[config.mk]
export PLATFORM = sky130hd
export DESIGN_NAME = stochastic_sigmoid_neuron_core
export DESIGN_NICKNAME = d
export VERILOG_FILES = /design/src/sv/ssn_pkg.sv /design/src/sv/ssn_mac.sv /design/src/sv/ssn_sigmoid.sv /design/src/sv/stochastic_sigmoid_neuron_core.sv
export SDC_FILE = /design/constraint.sdc
export NUM_CORES = 1
export LEC_CHECK = 0
export ABC_AREA = 0
export BUFFER_PORTS_ARGS = -buffer_cell sky130_fd_sc_hd__buf_2
export CORE_MARGIN = 8
export CORE_UTILIZATION = 57
export CTS_CLUSTER_SIZE = 16
export DETAILED_ROUTE_END_ITERATION = 8
export PLACE_DENSITY = 0.78
export SYNTH_ARGS = -nofsm -noshare
export SYNTH_HDL_FRONTEND = slang
export SYNTH_SLANG_ARGS = --single-unit
[constraint.sdc]
create_clock -name clock -period 9.2 [get_ports clock]
set_input_delay 0.46 -clock clock [delete_from_list [all_inputs] [get_ports clock]]
set_output_delay 0.46 -clock clock [all_outputs]
set_load 0.05 [all_outputs]
[src/sv/ssn_pkg.sv]
// Shared types, constants and the sigmoid table of the stochastic sigmoid neuron.
package ssn_pkg;

   localparam int WEIGHT_W    = 16;
   localparam int PARENT_W    = 16;
   localparam int RANDOM_W    = 16;
   localparam int PROB_W      = 16;
   localparam int PROD_W      = 33;
   localparam int SUM_W       = 40;
   localparam int SUM_SHIFT   = 23;
   localparam int IDX_W       = 8;
   localparam int TABLE_DEPTH = 256;
   localparam int CSR_DATA_W  = 32;
   localparam int CSR_ADDR_W  = 3;

   localparam logic [PROB_W-1:0] HIGH_THRESHOLD_RESET = 16'd58982;
   localparam logic [PROB_W-1:0] LOW_THRESHOLD_RESET  = 16'd6554;

   localparam logic signed [SUM_W-1:0] SUM_MAX = {1'b0, {(SUM_W-1){1'b1}}};
   localparam logic signed [SUM_W-1:0] SUM_MIN = {1'b1, {(SUM_W-1){1'b0}}};

   // e^-1/16 in Q32 and 1.0 in Q30
   localparam logic [63:0] EXP_STEP_Q32 = 64'd4034748382;
   localparam logic [63:0] ONE_Q30      = 64'd1 << 30;

   // Register map, selected by byte address bit 2
   typedef enum logic [0:0] {
      CSR_HIGH_THRESHOLD = 1'b0,
      CSR_LOW_THRESHOLD  = 1'b1
   } csr_index_type;

   // One accumulated sum that reached the end of its synapse set
   typedef struct packed {
      logic                    valid;
      logic signed [SUM_W-1:0] sum;
      logic [RANDOM_W-1:0]     random_sample;
   } sum_beat_type;

   typedef logic [TABLE_DEPTH-1:0][PROB_W-1:0] sig_table_type;

   // round(65536 / (1 + e^-k/16)), exponent built by repeated rounded steps
   function automatic logic [PROB_W:0] sig_positive(input int unsigned k);
      logic [63:0] v;
      logic [63:0] den;
      logic [63:0] num;
      logic [63:0] rem;
      logic [47:0] quo;
      v = ONE_Q30;
      for (int i = 0; i < 128; i++) begin
         if (i < k) begin
            v = (v * EXP_STEP_Q32 + 64'h0000_0000_8000_0000) >> 32;
         end
      end
      den = ONE_Q30 + v;
      num = (64'd1 << 46) + (den >> 1);
      rem = 64'd0;
      quo = 48'd0;
      // restoring division, one quotient bit a step
      for (int b = 47; b >= 0; b--) begin
         rem = {rem[62:0], num[b]};
         if (rem >= den) begin
            rem    = rem - den;
            quo[b] = 1'b1;
         end
      end
      return quo[PROB_W:0];
   endfunction

   function automatic sig_table_type build_sig_table();
      sig_table_type t;
      logic [PROB_W:0] p;
      for (int idx = 0; idx < TABLE_DEPTH; idx++) begin
         if (idx >= 128) begin
            p = sig_positive(idx - 128);
            if (p > 17'd65535) begin
               p = 17'd65535;
            end
         end else begin
            p = 17'd65536 - sig_positive(128 - idx);
         end
         t[idx] = p[PROB_W-1:0];
      end
      return t;
   endfunction

   localparam sig_table_type SIG_TABLE = build_sig_table();

endpackage

[src/sv/ssn_mac.sv]
// Synapse multiply stage and saturating accumulator of the neuron.
module ssn_mac (
   input  logic                                clock,
   input  logic                                reset,
   input  logic                                advance,
   input  logic                                in_valid,
   input  logic signed [ssn_pkg::WEIGHT_W-1:0] weight,
   input  logic [ssn_pkg::PARENT_W-1:0]        parent_output,
   input  logic [ssn_pkg::RANDOM_W-1:0]        random_sample,
   input  logic                                last,
   output ssn_pkg::sum_beat_type               sum_beat
);
   import ssn_pkg::*;

   logic signed [PROD_W-1:0] weight_ext;
   logic signed [PROD_W-1:0] parent_ext;
   logic signed [PROD_W-1:0] prod_in;
   logic signed [PROD_W-1:0] prod_ff;
   logic                     prod_valid_ff;
   logic                     prod_last_ff;
   logic [RANDOM_W-1:0]      prod_random_ff;
   logic signed [SUM_W-1:0]  acc_ff;
   logic signed [SUM_W:0]    acc_wide;
   logic signed [SUM_W-1:0]  acc_sat;
   logic                     sum_valid_ff;
   logic signed [SUM_W-1:0]  sum_ff;
   logic [RANDOM_W-1:0]      sum_random_ff;

   // Form the exact product of weight and parent output
   always_comb begin
      weight_ext = {{(PROD_W-WEIGHT_W){weight[WEIGHT_W-1]}}, weight};
      parent_ext = {{(PROD_W-PARENT_W){1'b0}}, parent_output};
      prod_in    = weight_ext * parent_ext;
   end

   // Add the product into the sum and clamp at the signed limits
   always_comb begin
      acc_wide = {acc_ff[SUM_W-1], acc_ff}
               + {{(SUM_W+1-PROD_W){prod_ff[PROD_W-1]}}, prod_ff};
      if (acc_wide[SUM_W] != acc_wide[SUM_W-1]) begin
         acc_sat = acc_wide[SUM_W] ? SUM_MIN : SUM_MAX;
      end else begin
         acc_sat = acc_wide[SUM_W-1:0];
      end
   end

   // Advance the product stage and the accumulator together
   always_ff @(posedge clock) begin
      if (reset) begin
         prod_valid_ff <= 1'b0;
         acc_ff        <= '0;
         sum_valid_ff  <= 1'b0;
      end else if (advance) begin
         prod_valid_ff <= in_valid;
         sum_valid_ff  <= prod_valid_ff && prod_last_ff;
         if (prod_valid_ff) begin
            acc_ff <= prod_last_ff ? '0 : acc_sat;
         end
      end
   end

   // Hold payload without reset
   always_ff @(posedge clock) begin
      if (advance) begin
         prod_ff        <= prod_in;
         prod_last_ff   <= last;
         prod_random_ff <= random_sample;
         sum_ff         <= acc_sat;
         sum_random_ff  <= prod_random_ff;
      end
   end

   assign sum_beat = '{valid: sum_valid_ff, sum: sum_ff, random_sample: sum_random_ff};

endmodule

[src/sv/ssn_sigmoid.sv]
// Sigmoid table lookup and firing decision for one finished sum.
module ssn_sigmoid (
   input  logic signed [ssn_pkg::SUM_W-1:0] sum,
   input  logic [ssn_pkg::RANDOM_W-1:0]     random_sample,
   input  logic [ssn_pkg::PROB_W-1:0]       high_threshold,
   input  logic [ssn_pkg::PROB_W-1:0]       low_threshold,
   output logic                             fire,
   output logic [ssn_pkg::PROB_W-1:0]       probability
);
   import ssn_pkg::*;

   logic [SUM_W-SUM_SHIFT-1:0] step;
   logic                       below_range;
   logic                       above_range;
   logic [IDX_W-1:0]           idx;

   // Floor the sum to steps of 1/16 and clamp into the table range
   always_comb begin
      step        = sum[SUM_W-1:SUM_SHIFT];
      below_range = step[SUM_W-SUM_SHIFT-1] && !(&step[SUM_W-SUM_SHIFT-2:IDX_W-1]);
      above_range = !step[SUM_W-SUM_SHIFT-1] && (|step[SUM_W-SUM_SHIFT-2:IDX_W-1]);
      if (below_range) begin
         idx = '0;
      end else if (above_range) begin
         idx = '1;
      end else begin
         idx = {~step[IDX_W-1], step[IDX_W-2:0]};
      end
      probability = SIG_TABLE[idx];
   end

   // Decide: high threshold first, then low, then the random draw
   always_comb begin
      if (probability > high_threshold) begin
         fire = 1'b1;
      end else if (probability < low_threshold) begin
         fire = 1'b0;
      end else begin
         fire = (random_sample <= probability);
      end
   end

endmodule

[src/sv/stochastic_sigmoid_neuron_core.sv]
// Stochastic binary neuron core: one synapse per beat, one fire decision per set.
// Each accepted beat carries one synapse; the core takes one beat per clock cycle
// for as long as the result side keeps up. A result appears on rsp_ only for a beat
// marked last: the beat lands in the input register, passes the product register
// and the accumulator and sum register, and the sigmoid lookup feeds the result
// register. The saturating accumulator sets the rate of one beat per cycle. A
// stalled result freezes the whole pipeline, and the next input beat is taken again
// in the cycle the result is taken. Thresholds are written through the APB-style
// port (high at 0x0, low at 0x4); the user must write them only while no set is in
// flight, and the core does not enforce this.
module stochastic_sigmoid_neuron_core (
   input  logic                                  clock,
   input  logic                                  reset,
   // synapse beats
   input  logic                                  req_valid,
   output logic                                  req_ready,
   input  logic signed [ssn_pkg::WEIGHT_W-1:0]   req_weight,
   input  logic [ssn_pkg::PARENT_W-1:0]          req_parent_output,
   input  logic [ssn_pkg::RANDOM_W-1:0]          req_random_sample,
   input  logic                                  req_last,
   // results
   output logic                                  rsp_valid,
   input  logic                                  rsp_ready,
   output logic                                  rsp_fire,
   output logic [ssn_pkg::PROB_W-1:0]            rsp_probability,
   // configuration
   input  logic                                  psel,
   input  logic                                  penable,
   input  logic                                  pwrite,
   input  logic [ssn_pkg::CSR_ADDR_W-1:0]        paddr,
   input  logic [ssn_pkg::CSR_DATA_W-1:0]        pwdata,
   output logic [ssn_pkg::CSR_DATA_W-1:0]        prdata,
   output logic                                  pready
);
   import ssn_pkg::*;

   logic                    advance;
   logic                    csr_write;
   csr_index_type           csr_index;
   logic [PROB_W-1:0]       high_threshold_ff;
   logic [PROB_W-1:0]       low_threshold_ff;
   logic [PROB_W-1:0]       csr_read_value;

   logic                    in_valid_ff;
   logic signed [WEIGHT_W-1:0] in_weight_ff;
   logic [PARENT_W-1:0]     in_parent_ff;
   logic [RANDOM_W-1:0]     in_random_ff;
   logic                    in_last_ff;

   sum_beat_type            sum_beat;
   logic                    fire_in;
   logic [PROB_W-1:0]       probability_in;

   logic                    rsp_valid_ff;
   logic                    rsp_fire_ff;
   logic [PROB_W-1:0]       rsp_probability_ff;

   // Move the pipeline unless a finished result is waiting
   assign advance   = !rsp_valid_ff || rsp_ready;
   assign req_ready = advance;

   // Decode register writes and reads
   assign pready    = 1'b1;
   assign csr_write = psel && penable && pwrite;
   assign csr_index = csr_index_type'(paddr[2]);

   always_comb begin
      unique case (csr_index)
         CSR_HIGH_THRESHOLD: csr_read_value = high_threshold_ff;
         CSR_LOW_THRESHOLD:  csr_read_value = low_threshold_ff;
         default:            csr_read_value = '0;
      endcase
      prdata = {{(CSR_DATA_W-PROB_W){1'b0}}, csr_read_value};
   end

   always_ff @(posedge clock) begin
      if (reset) begin
         high_threshold_ff <= HIGH_THRESHOLD_RESET;
         low_threshold_ff  <= LOW_THRESHOLD_RESET;
      end else if (csr_write) begin
         unique case (csr_index)
            CSR_HIGH_THRESHOLD: high_threshold_ff <= pwdata[PROB_W-1:0];
            CSR_LOW_THRESHOLD:  low_threshold_ff  <= pwdata[PROB_W-1:0];
            default: ;
         endcase
      end
   end

   // Register the incoming beat
   always_ff @(posedge clock) begin
      if (reset) begin
         in_valid_ff <= 1'b0;
      end else if (advance) begin
         in_valid_ff <= req_valid;
      end
   end

   always_ff @(posedge clock) begin
      if (advance) begin
         in_weight_ff <= req_weight;
         in_parent_ff <= req_parent_output;
         in_random_ff <= req_random_sample;
         in_last_ff   <= req_last;
      end
   end

   ssn_mac u_mac (
      .clock         (clock),
      .reset         (reset),
      .advance       (advance),
      .in_valid      (in_valid_ff),
      .weight        (in_weight_ff),
      .parent_output (in_parent_ff),
      .random_sample (in_random_ff),
      .last          (in_last_ff),
      .sum_beat      (sum_beat)
   );

   ssn_sigmoid u_sigmoid (
      .sum            (sum_beat.sum),
      .random_sample  (sum_beat.random_sample),
      .high_threshold (high_threshold_ff),
      .low_threshold  (low_threshold_ff),
      .fire           (fire_in),
      .probability    (probability_in)
   );

   // Hold the result until the beat is taken
   always_ff @(posedge clock) begin
      if (reset) begin
         rsp_valid_ff <= 1'b0;
      end else if (advance) begin
         rsp_valid_ff <= sum_beat.valid;
      end
   end

   always_ff @(posedge clock) begin
      if (advance && sum_beat.valid) begin
         rsp_fire_ff        <= fire_in;
         rsp_probability_ff <= probability_in;
      end
   end

   assign rsp_valid       = rsp_valid_ff;
   assign rsp_fire        = rsp_fire_ff;
   assign rsp_probability = rsp_probability_ff;

endmodule

==> results.md <==
* Non-Filler Instances at 3,314
* Top reg by flops: u_mac.acc_ff
* Hold slack final at 0.0452 ns
* Largest family of logic cells by synthesized area: adder cells
* Most common cell in the netlist: inv_1
* Top-area cell type share of the netlist area at 0.189
* FF-to-FF path depth at 25
* Multi-input logic area at 15,900 um^2
* R2r setup slk at between 2 and 2.5 ns
* Largest register FFs at 40
* Fraction of registers with async set/reset at 0
* Total GRT Usage at 0.329
* Placed cell areas at 24,600 um^2
* Antenna cells at 0
* Post-route antenna net violation count at 0
* CP endpoint kind: flop
* Actual slew at the worst max-slew pin at 1.23 ns
* CTS Buf Count at 27
* Congestion Overflow GR at 0
* Setup violators final at 0
* Synth Flop Type: edfxtp_1
* Vias per cell at about 6.3
* IO Pins at 143
* Pre-CTS setup slack at 2.52 ns
* Top flop regs: u_mac.acc_ff x40, u_mac.prod_ff x33, u_mac.sum_ff x17
* Post_cts resized at 0
* Leakage at 11.8 nW
* Starting Density at 0.580
* Synth cell count leaders: inv_1, nand2_1, ha_1
* Slew Viols, Final at 0
* Post-synth top area cell: edfxtp_1
* Dpl hpwl at 59,500 um
* Largest net degree at the start of global routing at 103
* Number of library cell types mapped by synthesis at 88
* CTS root buffer: clkbuf_16
* Syn Inst Count at 2,733
* Worst VDD drop at 306 uV
* Max-cap violation count at 0
* Inst Count DP at 3,264
* Register area at 6000 um^2
* Die area at about 48,000 um^2
* Outcome: complete, no violations
* DRT Wirelength at 80,200 um
* Syn Area/Cell at roughly 8.7 um^2
* Layout cell share with drive strength beyond 1 at 0.0798
* Critical Path RT at about 9.6 ns
* Pwr dens at 360 nW/um^2
* Fin Setup TNS at 0 ns
* CTS clock-pin slew for the worst setup and hold paths at 0.06 ns
* FILL cells at 3,454
* Horiz. Die Dim at ~220 um
* Xor and xnor fraction of the mapped netlist area at 0.0229
* Clock sinks at between 200 and 250
* Htree depth at 1
* CORE AREA at 40,900 um^2
* Post-synthesis adder-cell area fraction at 0.289
* Vias after detailed routing at about 21,000
* Tmin final at 6.83 ns
* Vias in the first global route at roughly 22,000
* Area contributors post-synth: edfxtp_1, fa_1, ha_1, dfxtp_1, inv_1
* Slew HR at 0.173
* Hold Path Depth at 1
* Hold Buf Count CTS at 0
* WS Path Type: reg2reg
* Fmax at 0.146 GHz
* Hold Violations, Final at 0
* Antenna violations before repair at 0
* RSZ-0062 raised after global routing: false
* DRC at 0
* Mux contribution to synthesized area at 0.00522
* Hold Path Origin: req_parent_output[4]
* Post-synthesis compound-gate area fraction at 0.187
* Worst setup margin at 2.37 ns
* Synthesized flop and latch total at roughly 230
* Synth Cell Area at 23,700 um^2
* Cell Rows at 74
* Nets at 3,275
* Clk_skew at 0.0182 ns
* Clk_lat worst skew at between 0.5 and 0.6 ns
* TritonRoute pass-1 iters at 6
* Post-route clock period utilization at 0.742
* Total power at 9.17 mW
* End of the worst register-to-register path: rsp_fire
* Fin area at 25,500 um^2
* Max clock buf depth at 3
* Iter 0 DRT Violations at about 2,000
* Synth warnings at 0
* Worst Hold Class: in2reg
* Die Y at approximately 220 um
* Gpl congestion at about 1.0
* Sequential share of the synthesized area at 0.253
* R2r startpoint: u_mac.sum_ff[30]
* First-pass GRT wire length at 123,000 um
* Number of synthesized flops with an enable pin at approximately 150
* Core Util, Final at 0.623
* Largest driver fanout on the critical path at 13
* Hold Path End: in_parent_ff[4]
* CTS tree: done
* Post-Synth Simple-Gate Area at 0.161
* Area growth syn-to-layout at 7.42%
* Worst path arrival time at approximately 7.2 ns
* Total setup buffers inserted after CTS at 0
* Startpoint types: flop
* Port buffer count at 107
* Routed length per placed instance at between 20 and 25 um
-- worst max-delay path by stage --
stage / start / end / slack (ns) / cells past startpoint
floorplan: rsp_valid / u_mac.acc_ff[30] / 2.41 / 8
global placement: in_parent_ff[7] / u_mac.prod_ff[27] / 2.66 / 23
detailed placement: in_weight_ff[15] / u_mac.prod_ff[27] / 2.52 / 20
CTS: in_weight_ff[15] / u_mac.prod_ff[27] / 2.50 / 20
global route: in_parent_ff[7] / u_mac.prod_ff[27] / 2.16 / 23
finish: u_mac.sum_ff[30] / rsp_fire / 2.37 / 25
-- layer usage --
layer	global-route usage	share of wire	vias up
met1	0.379	0.37	10200
met5	0	0	-
met2	0.578	0.50	1010
li1	-	-	9395
met3	0.0457	0.069	288
met4	0.192	0.065	0
-- worst max-delay path, stage by stage, from the launching register on --
cell	delay, ns
edfxtp_1	0.48
nor3_1	0.38
nand3_1	0.35
nor2_1	0.22
a21oi_2	0.04
buf_4	0.23
inv_1	0.32
ha_1	0.72
nor2_1	0.37
o311ai_0	0.37
nand2_1	0.10
a32oi_1	0.59
o221ai_1	0.28
o21ai_0	0.19
ha_1	0.31
nor2b_1	0.14
o21a_1	0.17
o21a_1	0.17
o21a_1	0.16
o21a_1	0.17
o21ai_0	0.18
nand2b_1	0.08
a21oi_1	0.18
o211ai_1	0.10
o2111a_1	0.20
a31oi_1	0.16
-- power by group --
part	internal (mW)	leakage, nW	switching (mW)
registers	1.47	2.17	0.159
clock network	0.601	0.428	0.455
logic	2.51	9.16	3.97
total	4.59	11.8	4.58
-- layout make-up --
class	count	share of cell area
repair buffers	142	0.0318
clock buffers	35	0.0289
inverters	333	0.0490
multi-input cells	2032	0.624
flip-flops and latches	225	0.235
clock inverters	15	0.00535
well taps	532	0.0261
-- cell families after synthesis --
kind of cell	count (synthesis)
AOI/OAI and AO/OA	690
adders and majority gates	432
muxes	12
buffers and inverters	491
and+or+nand+nor	819
DFF	225
xor gates and xnor gates	62
other	2
-- cells in the final DEF, fill, tap and decap left out, types with 32 or more instances in the layout --
master    count
a21oi_1     188
and2_1      132
ha_1        228
fa_1        195
dfxtp_1      76
buf_2       107
o21ai_1      32
xnor2_1      45
edfxtp_1    149
nand2_1     321
nor3_1       42
o21ai_0     129
nor2_1      177
a31oi_1      32
inv_1       328
buf_4        34
a21o_1       37
Power figures use the tool's default switching activity.
